**config.mk**
```make
export PLATFORM = sky130hd
export DESIGN_NAME = lwe_decrypt_bit_stream
export DESIGN_NICKNAME = d
export VERILOG_FILES = /design/src/hw/rtl/lwedb_pkg.sv /design/src/hw/rtl/lwe_decrypt_bit_stream.sv
export VERILOG_INCLUDE_DIRS = /design/src /design/src/hw/rtl
export SDC_FILE = /design/constraint.sdc
export NUM_CORES = 2
export LEC_CHECK = 0
export ABC_AREA = 1
export BUFFER_PORTS_ARGS = -buffer_cell sky130_fd_sc_hd__buf_2
export CELL_PAD_IN_SITES_DETAIL_PLACEMENT = 1
export CELL_PAD_IN_SITES_GLOBAL_PLACEMENT = 2
export CORE_ASPECT_RATIO = 1.75
export CORE_MARGIN = 3
export CORE_UTILIZATION = 40
export DETAILED_ROUTE_END_ITERATION = 16
export PLACE_DENSITY = 0.7
export RECOVER_POWER = 100
export SYNTH_ARGS = -nofsm -noshare
export SYNTH_HDL_FRONTEND = slang
export SYNTH_SLANG_ARGS = --single-unit
```
**constraint.sdc**
```tcl
create_clock -name clk_i -period 6.26 [get_ports clk_i]
set_input_delay 0.313 -clock clk_i [delete_from_list [all_inputs] [get_ports clk_i]]
set_output_delay 0.313 -clock clk_i [all_outputs]
set_load 0.01 [all_outputs]
```
**src/hw/rtl/assert_macros.svh**
```systemverilog
// assertion macros used by the rtl design
// no dependencies; synthesis builds see empty bodies
`ifndef ASSERT_MACROS_SVH
`define ASSERT_MACROS_SVH

`ifndef SYNTHESIS

// property must hold at every rising clock edge out of reset
`define ASSERT_HOLDS(lbl, clk, rst_n, prop) \
  lbl: assert property (@(posedge clk) disable iff (!rst_n) (prop)) \
    else $error("assertion failed: property does not hold");

// condition must never be seen out of reset
`define ASSERT_NEVER(lbl, clk, rst_n, cond) \
  lbl: assert property (@(posedge clk) disable iff (!rst_n) !(cond)) \
    else $error("assertion failed: forbidden condition seen");

`else

`define ASSERT_HOLDS(lbl, clk, rst_n, prop)
`define ASSERT_NEVER(lbl, clk, rst_n, cond)

`endif

`endif

```
**src/hw/rtl/lwedb_pkg.sv**
```systemverilog
// types and constants for the lwe bit decryption stream
// no dependencies
package lwedb_pkg;

  // command codes
  localparam logic [1:0] CmdSecret = 2'd0;
  localparam logic [1:0] CmdCoeffU = 2'd1;
  localparam logic [1:0] CmdWordV  = 2'd2;

  // rounding offset of a quarter of the modulus and the sign bit position
  localparam logic [15:0] RoundOffset = 16'd16384;
  localparam int unsigned TopBit      = 15;

  // input request
  typedef struct packed {
    logic [1:0]  cmd;
    logic [6:0]  secret_index;
    logic [15:0] word;
  } in_req_t;

  // result
  typedef struct packed {
    logic       message_bit;
    logic [7:0] byte_value;
    logic       byte_ready;
  } out_res_t;

endpackage

```
**src/hw/rtl/lwe_decrypt_bit_stream.sv**
```systemverilog
// lwe bit decryption modulo 2^16 with byte packing
// depends on lwedb_pkg and assert_macros.svh

// Accepts one request per cycle. A request holding a secret word writes it to
// the secret store (writes at or above DIMENSION are dropped). A u coefficient
// reads the secret word at the running coefficient position when it is
// accepted; in the following cycle a 16 x 16 multiply adds the low half of the
// product into the wrapping accumulator. Coefficients past DIMENSION are
// dropped. A v word yields one result, registered once its request leaves the
// input stage: the top bit of (v - accumulator + 16384) mod 2^16,
// plus the completed byte (bits least significant first) on every eighth bit,
// else a zero byte value. The single secret store read port and the
// multiply-accumulate stage set the rate of one request per cycle; the input
// stalls only while a v request waits behind a result that is held off. The
// secret store has no reset and needs no clearing; reading a word that was
// never written gives an undefined result.
module lwe_decrypt_bit_stream #(
  parameter int unsigned DIMENSION = 128
) (
  input  logic               clk_i,
  input  logic               rst_ni,
  input  logic               in_valid_i,
  output logic               in_stall_o,
  input  lwedb_pkg::in_req_t in_req_i,
  output logic               out_valid_o,
  input  logic               out_stall_i,
  output lwedb_pkg::out_res_t out_res_o
);

  `include "assert_macros.svh"

  localparam int unsigned AW = (DIMENSION > 1) ? $clog2(DIMENSION) : 1;
  localparam int unsigned CW = $clog2(DIMENSION + 1);

  // secret store
  logic [15:0] secret_mem [DIMENSION];

  logic          in_accept;
  logic          wr_en;
  logic [31:0]   wr_index_ext;
  logic [AW-1:0] wr_addr;
  logic [AW-1:0] rd_addr;
  logic          coeff_take;

  // coefficient position
  logic [CW-1:0] coef_pos_q, coef_pos_d;

  // input stage
  logic          s1_valid_q;
  logic [1:0]    s1_cmd_q;
  logic [15:0]   s1_word_q;
  logic          s1_take_q;
  logic [15:0]   s1_rdata_q;
  logic          s1_is_v;
  logic          s1_retire;

  // decryption state
  logic [15:0]   acc_q, acc_d;
  logic [2:0]    bit_pos_q, bit_pos_d;
  logic [7:0]    part_q, part_d;

  // datapath
  logic [15:0]   product;
  logic [15:0]   shifted;
  logic          dec_bit;
  logic [7:0]    assembled;
  logic          byte_done;

  // result register
  logic          out_valid_q, out_valid_d;
  lwedb_pkg::out_res_t out_q, out_d;

  // check helpers
  logic          v_retire;
  logic          v_blocked;
  logic          byte_out;
  logic          bit_only;

  // handshake
  assign s1_is_v    = (s1_cmd_q == lwedb_pkg::CmdWordV);
  assign s1_retire  = s1_valid_q && (!s1_is_v || !out_valid_q || !out_stall_i);
  assign in_stall_o = s1_valid_q && !s1_retire;
  assign in_accept  = in_valid_i && !in_stall_o;

  // store addressing
  assign wr_index_ext = 32'(in_req_i.secret_index);
  assign wr_addr      = wr_index_ext[AW-1:0];
  assign wr_en        = in_accept && (in_req_i.cmd == lwedb_pkg::CmdSecret)
                        && (wr_index_ext < DIMENSION);
  assign rd_addr      = coef_pos_q[AW-1:0];
  assign coeff_take   = (in_req_i.cmd == lwedb_pkg::CmdCoeffU)
                        && (coef_pos_q < CW'(DIMENSION));

  // store write and registered read
  always_ff @(posedge clk_i) begin
    if (wr_en) begin
      secret_mem[wr_addr] <= in_req_i.word;
    end
    if (in_accept) begin
      s1_rdata_q <= secret_mem[rd_addr];
      s1_cmd_q   <= in_req_i.cmd;
      s1_word_q  <= in_req_i.word;
      s1_take_q  <= coeff_take;
    end
  end

  // coefficient position tracks requests as they are accepted
  always_comb begin
    coef_pos_d = coef_pos_q;
    if (in_accept) begin
      if (coeff_take) begin
        coef_pos_d = coef_pos_q + CW'(1);
      end else if (in_req_i.cmd == lwedb_pkg::CmdWordV) begin
        coef_pos_d = '0;
      end
    end
  end

  // multiply-accumulate and decryption, low half of the product only
  assign product   = s1_word_q * s1_rdata_q;
  assign shifted   = s1_word_q - acc_q + lwedb_pkg::RoundOffset;
  assign dec_bit   = shifted[lwedb_pkg::TopBit];
  assign assembled = part_q | (8'(dec_bit) << bit_pos_q);
  assign byte_done = (bit_pos_q == 3'd7);

  always_comb begin
    acc_d       = acc_q;
    bit_pos_d   = bit_pos_q;
    part_d      = part_q;
    out_valid_d = out_valid_q && out_stall_i;
    out_d       = out_q;
    if (s1_retire) begin
      if (s1_cmd_q == lwedb_pkg::CmdCoeffU && s1_take_q) begin
        acc_d = acc_q + product;
      end else if (s1_is_v) begin
        acc_d                = '0;
        out_valid_d          = 1'b1;
        out_d.message_bit    = dec_bit;
        out_d.byte_ready     = byte_done;
        out_d.byte_value     = byte_done ? assembled : 8'd0;
        if (byte_done) begin
          part_d    = '0;
          bit_pos_d = '0;
        end else begin
          part_d    = assembled;
          bit_pos_d = bit_pos_q + 3'd1;
        end
      end
    end
  end

  // control and state registers
  always_ff @(posedge clk_i or negedge rst_ni) begin
    if (!rst_ni) begin
      coef_pos_q  <= '0;
      s1_valid_q  <= 1'b0;
      acc_q       <= '0;
      bit_pos_q   <= '0;
      part_q      <= '0;
      out_valid_q <= 1'b0;
    end else begin
      coef_pos_q  <= coef_pos_d;
      if (in_accept) begin
        s1_valid_q <= 1'b1;
      end else if (s1_retire) begin
        s1_valid_q <= 1'b0;
      end
      acc_q       <= acc_d;
      bit_pos_q   <= bit_pos_d;
      part_q      <= part_d;
      out_valid_q <= out_valid_d;
    end
  end

  // result payload
  always_ff @(posedge clk_i) begin
    out_q <= out_d;
  end

  assign out_valid_o = out_valid_q;
  assign out_res_o   = out_q;

  // terms used by the checks
  assign v_retire  = s1_retire && s1_is_v;
  assign v_blocked = s1_valid_q && s1_is_v && out_valid_q && out_stall_i;
  assign byte_out  = out_valid_o && out_res_o.byte_ready;
  assign bit_only  = out_valid_o && !out_res_o.byte_ready;

  // checks
  `ASSERT_NEVER(coef_pos_in_range, clk_i, rst_ni, coef_pos_q > CW'(DIMENSION))
  `ASSERT_HOLDS(byte_on_eighth_bit, clk_i, rst_ni, (v_retire && byte_done) |=> byte_out)
  `ASSERT_HOLDS(partial_byte_zero, clk_i, rst_ni, bit_only |-> (out_res_o.byte_value == 8'd0))
  `ASSERT_HOLDS(stall_only_on_blocked_v, clk_i, rst_ni, in_stall_o |-> v_blocked)

endmodule

```
==> metrics.txt <==
status finished, violations left; failing checks capacitance limit, slew limit; Worst VDD drop 622 µV; RSZ-0062 raised after global routing no; arrival time worst endpoint 6.16 ns; TritonCTS Buffers 205; WL per Instance 28.7 µm; Synth Area in Adders 0.0327; WL final 290000 µm; Crit Path Class reg2reg; Worst Skew 0.0484 ns; Clock Latency Late Sink 0.87 ns; minimum clock period 5.70 ns; vias in the first global route 61300; TritonRoute pass-1 iters 5; hold path depth 4; Syn Nets 7272; setup TNS 0 ns; Cell Area, Synth 89000 µm²; EDFF count, synth 2093; Max Buffers Root-to-Sink 4; layout cells sized above 1 0.0556; fin area 98500 µm²; main combinational cell family by area after synthesis compound AO/OA/AOI/OAI gates; IO buf count 40; post-route ant nets 0; DRC 0; fraction of registers with async set/reset 0.0174; first-pass GRT wire length 422000 µm; cells after synthesis 7067; DR vias 58300; GRT Overall Usage 0.250; IO Count 41; Min-Delay Startpoint out_stall_i; DP HPWL 170000 µm; synthesis warning total 0; Avg Synthesized Cell Area 12.6 µm²; H-tree depth 4; Die W 363 µm; die footprint 228000 µm²; Core Region 221000 µm²; CP Capture Type flop; Worst Max-Slew Pin Slew 5.10 ns; final period utilization 0.910; setup ws final 0.563 ns; largest net degree at the start of global routing 151; slew margin rel. -2.40; mux share of post-synthesis cell area 0; Post-layout nets 7300; pwr/cell area 390 nW/µm²; Die H 630 µm; Leak 32.6 nW; max cap viols 56; CTS tree built; Hold WC Path Type in2reg; FF-to-FF setup slack 0.56 ns; initial antenna violation count 11; Post-DP Area 92700 µm²; final setup fails 0; r2r endpoint secret_mem[126][3]; Post-Synth XOR/XNOR Area 0.000689; vias per cell 5.76; register area share after synthesis 0.717; Simple-Gate Fraction of Synth Area 0.0982; post-synthesis compound-gate area fraction 0.113; Clk pin slew, worst setup/hold paths 0.06 ns; Yosys reg bits 2130; final hold violation count 0; startpoint class of the critical path flop; Main synth FF type edfxtp_1; Worst R2R Start out_valid_o; Placement Setup Slack 0.659 ns; Endpoint, Worst Hold out_valid_o; Starting Density 0.403; post-CTS setup buffer count 0; crit path max fanout 16; pins over their slew limit 2561; initial DRC count 4842; CTS root buf clkbuf_16; Worst R2R Path Depth 9; Layout area overhead 10.7%; clk sinks 2130; Worst EP required 6.72 ns; Synth cell types 41; Fmax 176 MHz; row cnt 228; RD Place Congestion 0.826; Overflow after GRT 0
## worst max-delay path, stage by stage, from the launching register on
cell and delay, ns:
dfrtp_1 0.37, nand2_1 0.08, inv_1 0.07, nand3_1 0.14, nand2_1 0.21, nor3_1 1.55, nand4_1 0.23, clkbuf_1 1.06
nor2_1 0.78, clkbuf_1 0.78
## cell type report
cell class	instances	area (µm²)
Multi-Input combinational cell	4173	21800
Fill cell	22800	122000
Clock buffer	244	5340
Sequential cell	2130	63800
Tap cell	2875	3600
Clock inverter	116	1050
Antenna cell	2	5.00
Timing Repair Buffer	283	1830
Inverter	302	1150
## repair_timing
action / in CTS / in global routing
hold endpoints to repair: 232 / 0
gates resized for setup: 0 / 0
hold buffers: 9 / 0
## placed cells by master (no fill, tap or decap), types with 3 or more instances in the layout
cell type         n
edfxtp_1       2093
nor3_1           11
o21ai_0        1055
clkinv_1         47
ha_1             82
buf_4            47
nand4_1          19
nor2_1         1370
clkinv_2         31
dlygate4sd3_1     9
xor2_1            3
a31oi_1          25
nor2_2            5
inv_4             3
o211a_1           3
or2_2             3
xnor2_1           4
o21ai_1          52
clkbuf_16       207
fa_1             94
dfrtp_1          34
nand3_1         251
o22ai_1         298
o221ai_1         99
o211ai_1        126
clkbuf_1        206
inv_1           293
buf_12           31
inv_6             9
clkbuf_2         16
nand3b_1          4
a21oi_1          98
a21boi_0         11
buf_2             9
nand2_1         548
clkinvlp_4       10
clkinv_4          4
bufinv_16        18
## Yosys cell counts (all sizes together), types with 19 or more instances
master  number  area, µm²
edfxtp    2093      62900
nor2      1376       5160
o21ai     1107       5540
nand2      548       2060
inv        298       1120
o22ai      298       1860
nand3      251       1260
clkbuf     244        917
buf        218       1400
o211ai     126        946
o221ai      99        867
a21oi       98        490
fa          94       1880
ha          82       1030
dfrtp       37        926
a31oi       25        156
nand4       19        119
## cells by family (layout without fill, tap and decap cells)
family,count (synthesis),after routing
flops,2130,2130
xor+xnor,7,7
compound gates,1774,1774
fa+ha+maj,176,176
buf+inv,764,945
other cells,0,2
simple gates,2216,2216
## worst max path at each step
stage,from,end,cells past startpoint
after floorplan,s1_rdata_q[1],acc_q[15],21
after global placement,s1_rdata_q[2],acc_q[15],22
after detailed placement,s1_rdata_q[2],acc_q[15],22
after CTS,s1_rdata_q[2],acc_q[15],22
after global routing,out_valid_o,secret_mem[106][3],9
final,out_valid_o,secret_mem[126][3],9
## power breakdown
part | internal, mW | switching (mW) | total [mW] | leakage, nW
clock | 6.81 | 5.47 | 12.3 | 3.11
combinational | 3.36 | 6.84 | 10.2 | 10.2
sequential | 15.8 | 0.170 | 16.0 | 19.3
## per-layer routing
layer	GRT usage	wire length, µm	vias up
met5	0	81	-
met4	0.104	14300	12
met3	0.0243	12100	513
met2	0.459	153000	1454
met1	0.299	111000	30600
li1	-	-	25700
## stage by stage
| step | hold slack, ns | std cells | total power, mW | util |
|---|---|---|---|---|
| floorplan | 0.0174 | 7067 | 23.0 | - |
| global placement | 0.483 | 9754 | 26.5 | 0.420 |
| detailed placement | 0.504 | 9754 | 26.6 | 0.420 |
| CTS | 0.00774 | 10100 | 38.9 | 0.449 |
| global route | 0.263 | 10100 | 40.7 | 0.446 |
| finish | 0.253 | 10100 | 38.4 | 0.446 |
## state kept, by name, summed over array words and instances (netlist names)
register     cells
s1_valid_q       1
out_res_o       10
acc_q           16
part_q           8
s1_take_q        1
s1_rdata_q      16
bit_pos_q        3
s1_word_q       16
s1_cmd_q         2
out_valid_o      1
coef_pos_q       8
secret_mem    2048
(Power assumes the default switching activity.)
